File: src/assert_macros.svh
// ----------------------------------------------------------------------------
// assert_macros.svh
// assertion helpers shared by the expected count block
// ----------------------------------------------------------------------------
`ifndef ASSERT_MACROS_SVH
`define ASSERT_MACROS_SVH
`ifndef SYNTHESIS
// property must hold at every edge outside reset
`define STEC_ASSERT(lbl, prop, msg) \
	lbl: assert property (@(posedge clk) disable iff (!arst_n) (prop)) else $error(msg);
// condition must never be seen outside reset
`define STEC_NEVER(lbl, cond, msg) \
	lbl: assert property (@(posedge clk) disable iff (!arst_n) !(cond)) else $error(msg);
`else
`define STEC_ASSERT(lbl, prop, msg)
`define STEC_NEVER(lbl, cond, msg)
`endif
`endif

File: src/stec_ram.sv
// ----------------------------------------------------------------------------
// stec_ram
// simple dual port ram, one write and one registered read
// ----------------------------------------------------------------------------
`default_nettype none
module stec_ram #(
	parameter int WIDTH = 8,
	parameter int DEPTH = 16,
	localparam int AW = (DEPTH > 1) ? $clog2(DEPTH) : 1
) (
	input wire logic clk,
	input wire logic we,
	input wire logic [AW-1:0] waddr,
	input wire logic [WIDTH-1:0] wdata,
	input wire logic re,
	input wire logic [AW-1:0] raddr,
	output logic [WIDTH-1:0] rdata
);
	logic [WIDTH-1:0] mem [DEPTH];

	// write port
	always_ff @(posedge clk) begin
		if (we) begin
			mem[waddr] <= wdata;
		end
	end

	// read port, data held until the next read
	always_ff @(posedge clk) begin
		if (re) begin
			rdata <= mem[raddr];
		end
	end
endmodule
`default_nettype wire

File: config.mk
export PLATFORM = sky130hd
export DESIGN_NAME = stec_ram
export DESIGN_NICKNAME = d
export VERILOG_FILES = /design/src/assert_macros.svh /design/src/stec_ram.sv
export SDC_FILE = /design/constraint.sdc
export NUM_CORES = 1
export LEC_CHECK = 0
export BUFFER_PORTS_ARGS = -buffer_cell sky130_fd_sc_hd__buf_2
export CELL_PAD_IN_SITES_DETAIL_PLACEMENT = 1
export CELL_PAD_IN_SITES_GLOBAL_PLACEMENT = 1
export CORE_MARGIN = 2
export CORE_UTILIZATION = 40
export DETAILED_ROUTE_END_ITERATION = 12
export GPL_TIMING_DRIVEN = 0
export HOLD_SLACK_MARGIN = 0.05
export PLACE_DENSITY = 0.72
export SYNTH_ARGS = -nofsm -noshare
export SYNTH_HDL_FRONTEND = slang
export SYNTH_SLANG_ARGS = --single-unit
export TNS_END_PERCENT = 100
File: constraint.sdc
create_clock -name clk -period 2.15 [get_ports clk]
set_input_delay 0.1075 -clock clk [delete_from_list [all_inputs] [get_ports clk]]
set_output_delay 0.1075 -clock clk [all_outputs]
set_load 0.02 [all_outputs]
### Word-level counts from Yosys, hierarchy flattened

Memories as Yosys holds them, arrays and structs flattened. A register that Yosys moved wholly into a read port is not among the register bits.
Cells that the tools add are included.

| storage, ports and cells | value |
|---|---|
| register bits after elaboration | 0 |
| memory bits (writable) | 128 |
| bits of input ports | 19 |
| logic and storage cells | 3 |
| memories kept | 1 |

Memory list:

| name | words | bits a word | rd ports | clocked after memory_dff | write ports | line | RTL |
|---|---|---|---|---|---|---|---|
| mem | 16 | 8 | 1 | 1 | 1 | stec_ram.sv:19 | `logic [WIDTH-1:0] mem [DEPTH];` |

| cells by class | value |
|---|---|
| muxes and demuxes | 2 |

Operators by type and width:

| operator | number |
|---|---|
| two-way mux 1 bit | 2 |

### Longest topological paths before layout

Gate-level depths: netlist of the first run.

| logic depth | value |
|---|---|
| depth after elaboration | 2 |
| mapped depth | 5 |

### Worst setup path after synthesis of the first run

Ideal clock, no wire load.

| timing | value |
|---|---|
| kind | input-to-reg |
| from | input waddr[2] |
| to | memory mem[0][0] (enable) |
| library setup time | 383 ps |
| data arrival time | 1217 ps |
| data required time | 1767 ps |
| slack | 550 ps |
| stages on the path | 2 |
| path through | or3b_2 -> nor3_1 |

RTL lines:

| element | line | RTL |
|---|---|---|
| start, declared | stec_ram.sv:13 | `input wire logic [AW-1:0] waddr,` |
| end, declared | stec_ram.sv:19 |  |

No word-level cell before the write port.

==> summary.txt, run 1 <==
Die
  – DIE AREA: 0.0140 mm2
  – IO Count: 27
  – Core area: 0.0127 mm2
  – Die H: 118 um
  – Initial Util: 0.413
  – Die span in x: 118 um
  – Row count: 41

Drt
  – First-pass detailed-route iteration total: 4
  – Routed via count: 2437
  – DR iter-0 viols: 156
  – DRC: 0
  – Final Routed Wirelength: 11200 um
  – Post-route ant nets: 0
  – DR WL/cell: 24.3 um
  – Drt via density: 5.30

Power
  – PD cells: 1020 mW/mm2
  – Cell Int Power: 5.03 mW
  – Sw Share: 0.202
  – Overall Power: 6.30 mW
  – Comb pwr share: 0.048
  – Net Switching: 1.27 mW
  – Leakage: 2.05 nW
  – Sequential power share: 0.477
  – Clk pwr share: 0.475
  – Peak supply drop: 0.000616 V

Final layout
  – Area Overhead vs Synth: 18.6%
  – Fillers: 1147
  – Sequential cell area: 0.00408 mm2
  – Most frequent cells in the layout: edfxtp_1 (136), buf_2 (28), mux4_2 (18)
  – Share of cells above drive strength 1: 0.299
  – Final core occ: 0.489
  – Fin nets: 294
  – Antenna Cells: 0
  – Multi-input gate area in the final layout: 0.00106 mm2
  – Commonest non-fill, non-tap cell in the layout: edfxtp_1

CTS
  – Clock buffer depth: 2
  – CTS tree: yes
  – H-tree levels: 4
  – CTS sink cnt: 136
  – Root buffer selected by CTS: clkbuf_16
  – Reg clk slew, reported paths: 0.06 ns
  – Num CTS Buffers: 17
  – Clk_lat worst skew: 0.42 ns
  – Post-CTS Setup Inserts: 0
  – CTS resizes: 0

STA
  – Final-report hold violation count: 0
  – Tightest Pin Transition: 1.34 ns
  – Max Freq: 646 MHz
  – Setup Skew: 0.00861 ns
  – Period utilization: 0.720
  – Fin crit period: 1.55 ns
  – Final worst slack: 0.601 ns
  – Max Slew Vio Count: 0
  – RSZ-0062 raised after global routing: no
  – Rel. slew slack: 0.101
  – Final setup fails: 0

Synth
  – Syn_area_per_cell: 22.8 um2
  – Yosys reg bits: 136
  – Synth Instances: 229
  – Seq/Total Area, Yosys: 0.781
  – Synth Net Count: 248
  – Netlist Area Pre-Place: 0.00523 mm2
  – YS warnings: 0
  – Netlist cell types: 18

Global route
  – First-pass GRT wire length: 16800 um
  – Total track usage: 0.172
  – Vias in the first global route: 2595
  – Initial antenna violation count: 0
  – Overflow after GRT: 0
  – Largest net degree at the start of global routing: 17

Placed design
  – Post-place setup slack: -0.104 ns
  – Port Buffers: 25
  – Detailed Place HPWL: 6740 um
  – Global placement routability congestion: 0.752

Worst setup path
  – Critical Path Fanout Max: 1
  – Worst Setup End Kind: register
  – Crit path required time: 2.31 ns
  – Startpoint Class: register
  – Critical path arrival: 1.71 ns
  – WS Path Type: reg2reg

Status
  – Outcome: completed

Min path
  – Hold WC Path Type: in2reg

Flow run
  – Max_cap viols: 0
==> worst max-delay path: stages (launching register included) <==
cell and delay (ns):
edfxtp_1 0.36, mux4_1 0.50, a22oi_1 0.35, nand2_1 0.09
==> registers in the layout, indices dropped and copies added (netlist names) <==
register and cells:
rdata 8, mem 128
==> cell type report <==
| type | count | share of cell area |
|---|---|---|
| buffer | 10 | 0.0139 |
| clock buffer | 18 | 0.0692 |
| clock inverter | 14 | 0.0293 |
| multi-input combinational | 83 | 0.171 |
| sequential | 136 | 0.659 |
| tap | 172 | 0.0347 |
| timing repair buffer | 27 | 0.0226 |
==> what timing repair did <==
item,in CTS,in global routing
hold buffers,1,0
hold endpoints to repair,8,0
endpoints found under the setup margin,0,0
==> path summary, 6_finish.rpt <==
path	to	depth (start not counted)	slack, ns	from
max reg2reg	rdata[0]	3	0.60	mem[1][0]
min reg2reg	rdata[1]	3	0.77	mem[10][1]
min	mem[6][5]	1	0.1	wdata[5]
max	rdata[0]	3	0.60	mem[1][0]
==> power by group through the flow <==
stage               Combinational [mW]  Clock, mW  Sequential [mW]
floorplan                        0.151          0             3.07
global placement                 0.288          0             3.05
detailed placement               0.302          0             3.06
CTS                              0.308       3.03             3.00
global route                     0.329       3.14             3.01
finish                           0.305       2.99             3.00
==> layer usage <==
| layer | wire length [um] | global-route usage | vias up | part of all wire |
|---|---|---|---|---|
| met1 | 5220 | 0.239 | 1285 | 0.47 |
| met2 | 5470 | 0.264 | 67 | 0.49 |
| li1 | - | - | 1076 | - |
| met5 | 0 | 0 | - | 0 |
| met3 | 373 | 0.0415 | 9 | 0.033 |
| met4 | 126 | 0.0640 | 0 | 0.011 |
==> kinds of logic after synthesis <==
| group | after synthesis | share of synthesized area |
|---|---|---|
| muxes | 32 | 0.148 |
| DFF | 136 | 0.781 |
| buffers and inverters | 10 | 0.0165 |
| AOI/OAI and AO/OA | 16 | 0.0230 |
| and+or+nand+nor | 35 | 0.0314 |
==> Yosys cell counts <==
master | count | area share
nand2b_1 | 2 | 0.0024
nor2b_1 | 1 | 0.0012
mux4_2 | 18 | 0.078
edfxtp_1 | 136 | 0.78
nor2_1 | 13 | 0.0093
buf_2 | 3 | 0.0029
nand2_1 | 9 | 0.0065
or3b_2 | 1 | 0.0017
buf_6 | 3 | 0.0065
and2_1 | 1 | 0.0012
buf_4 | 1 | 0.0014
and2b_1 | 1 | 0.0014
mux4_1 | 14 | 0.070
a22oi_1 | 16 | 0.023
nor3_1 | 4 | 0.0038
nand3_1 | 1 | 0.00096
clkdlybuf4s25_2 | 3 | 0.0057
nand3b_1 | 2 | 0.0029
==> per-stage QoR <==
stage / area, um2 / hold slack (ns) / setup TNS [ns] / instances
after floorplan: 5230 / 0.206 / 0 / 229
after global placement: 5570 / 0.462 / -0.155 / 426
after detailed placement: 5570 / 0.472 / -0.828 / 426
after CTS: 6190 / 0.0759 / 0 / 459
after global routing: 6200 / 0.100 / 0 / 460
final: 6200 / 0.0999 / 0 / 460
Power figures use the tool's default switching activity.
==> run 2: changes to the inputs <==
- PLACE_DENSITY: 0.72 -> 0.74
- clock period: 2.15 -> 1.3 ns (I/O delays scaled with it)
==> run 2 against run 1 <==
  * The flow now finishes with violations (setup timing)
  * Final cell count rose by 0.22%
  * Core utilization rose by 0.51 points
  * Clock skew rose by 0.00051 ns
  * Critical path depth did not move
  * Register-to-register slack got worse by 0.80 ns
  * Critical endpoint is now rdata[6]
  * Highest routed layer unchanged
==> summary.txt, run 2 (synthesized netlist as in run 1, its figures left out) <==
STA
  – Setup Skew: 0.00912 ns (+0.000509 ns)
  – Period utilization: 1.15 (+0.434)
  – Final-report hold violation count: 0 (unchanged)
  – RSZ-0062 raised after global routing: yes
  – Fin crit period: 1.50 ns (-0.0484 ns)
  – Tightest Pin Transition: 0.836 ns (-0.502 ns)
  – Rel. slew slack: 0.440 (+0.339)
  – Final setup fails: 8 (+8)
  – Max Slew Vio Count: 0 (unchanged)
  – Max Freq: 666 MHz (+3.2%)
  – Final worst slack: -0.201 ns (-0.802 ns)

Final layout
  – Largest register by flop count: mem
  – Commonest non-fill, non-tap cell in the layout: edfxtp_1
  – Antenna Cells: 0 (unchanged)
  – Final core occ: 0.494 (+0.00514)
  – Most frequent cells in the layout: edfxtp_1 (136), mux4_2 (31), buf_2 (28)
  – Max reg flops: 128 (unchanged)
  – Fin nets: 295 (+0.34%)
  – Post-Layout Cell Count: 461 (+0.22%)
  – Share of cells above drive strength 1: 0.381 (+0.0820)
  – Top flop regs: mem: 128 flops, rdata: 8 flops
  – Area Overhead vs Synth: 19.8%
  – Post-route cell area: 0.00626 mm2 (+1.0%)

Worst setup path
  – Crit path required time: 1.44 ns (-0.87 ns)
  – Critical path arrival: 1.64 ns (-0.07 ns)
  – WS Path Type: reg2reg
  – WP buf/inv: 0 (unchanged)
  – Critical Path Fanout Max: 1 (unchanged)
  – Crit-path slowest cell: mux4_2
  – Worst setup path start: mem[1][6]
  – CP top delay family: multiplexers
  – Crit-path max cell delay: 0.51 ns (about the same)
  – Worst flop-to-flop path startpoint: mem[1][6]
  – Worst Setup End Kind: register
  – Startpoint Class: register
  – Crit path cell chain: mux4_2 > a22oi_2 > nand2_1

Power
  – Leakage: 2.03 nW (-0.90%)
  – PD cells: 1700 mW/mm2 (+67%)
  – Peak supply drop: 0.000895 V (+45%)
  – Overall Power: 10.6 mW (+69%)

Die
  – Row count: 41 (unchanged)
  – IO Count: 27 (unchanged)
  – Initial Util: 0.413 (unchanged)
  – Die H: 118 um (unchanged)
  – DIE AREA: 0.0140 mm2 (unchanged)
  – Die span in x: 118 um (unchanged)
  – Core area: 0.0127 mm2 (unchanged)

CTS
  – Reg clk slew, reported paths: 0.06 ns (about the same)
  – Clk_lat worst skew: 0.41 ns (about the same)
  – CTS tree: yes
  – H-tree levels: 4 (unchanged)
  – Clock buffer depth: 2 (unchanged)
  – Num CTS Buffers: 17 (unchanged)
  – CTS sink cnt: 136 (unchanged)
  – Root buffer selected by CTS: clkbuf_16

Placed design
  – Dpl cells: 426 (unchanged)
  – Global placement routability congestion: 0.738 (-1.8%)
  – Post-place setup slack: -0.583 ns (-0.479 ns)
  – Post-DP Area: 0.00556 mm2 (-0.18%)
  – Detailed Place HPWL: 7110 um (+5.5%)
  – Port Buffers: 25 (unchanged)

Drt
  – DR iter-0 viols: 163 (+4.5%)
  – Final Routed Wirelength: 11400 um (+2.4%)
  – DRC: 0 (unchanged)
  – Drt via density: 5.33 (+0.68%)
  – Routed via count: 2459 (+0.90%)
  – DR WL/cell: 24.8 um (+2.1%)
  – First-pass detailed-route iteration total: 4 (unchanged)
  – Post-route ant nets: 0 (unchanged)

Status
  – Failing checks: setup timing
  – Outcome: finished with violations

Global route
  – Vias in the first global route: 2673 (+3.0%)
  – Overflow after GRT: 0 (unchanged)
  – Largest net degree at the start of global routing: 17 (unchanged)
  – Total track usage: 0.177 (+0.00546)
  – Initial antenna violation count: 0 (unchanged)
  – First-pass GRT wire length: 17300 um (+2.8%)

Flow run
  – Max_cap viols: 0 (unchanged)

Min path
  – Hold Startpoint: wdata[5]
  – Hold WC Path Type: in2reg
-- run 2: cell count changes in the layout (fill, tap and decap cells not counted), moves of 3 or more --
cell        change
a22oi_1         -7
a22oi_2         +7
clkinvlp_4      -3
mux4_1         -13
mux4_2         +13
nor2_1          -3
nor2_2          +3
nor3_1          -3
-- run 2: area by class of cell --
class	instances	area (um2)
Multi-Input combinational cell	83	1080
Fill cell	1162	6410
Buffer	10	97.6
Tap cell	172	215
Clock buffer	18	429
Sequential cell	136	4080
Clock inverter	14	205
Timing Repair Buffer	28	155
-- run 2: path summary, 6_finish.rpt --
check / to / slack, ns / depth (start not counted)
worst max-delay path: rdata[6] / -0.20 / 3
worst min-delay path: mem[14][5] / 0.07 / 1
worst max register to register: rdata[6] / -0.20 / 3
worst min register to register: rdata[7] / 0.77 / 3
-- run 2: timing repair --
item	4_1_cts	5_1_grt
hold buffers	3	0
setup endpoints to repair	56	8
pin swaps	2	3
hold endpoints to repair	28	0
setup buffers	0	0
resized for setup	18	2
-- run 2: worst reg2reg max path, delay by kind of cell (launching register included) --
| family | cells | cell delay (ns) |
|---|---|---|
| multiplexers | 1 | 0.51 |
| AND/OR/NAND/NOR | 1 | 0.09 |
| flip-flops | 1 | 0.42 |
| AO/OA/AOI/OAI | 1 | 0.22 |
-- run 2: stage by stage --
stage / setup TNS [ns] / hold slack [ns]
floorplan: -0.946 / 0.164
global route: -1.35 / 0.0688
detailed placement: -42.18 / 0.428
finish: -1.03 / 0.0691
CTS: -1.14 / 0.0513
global placement: -38.17 / 0.426
-- run 2: power breakdown --
part	switching, mW	internal [mW]
registers	0.0262	4.94
clock network	1.74	3.38
logic	0.329	0.213
-- run 2: metal layers --
| metal | GRT usage | share of wire | vias up |
|---|---|---|---|
| li1 | - | - | 1064 |
| met1 | 0.237 | 0.43 | 1296 |
| met2 | 0.276 | 0.50 | 91 |
| met3 | 0.0357 | 0.058 | 8 |
| met4 | 0.0896 | 0.012 | 0 |
| met5 | 0 | 0 | - |
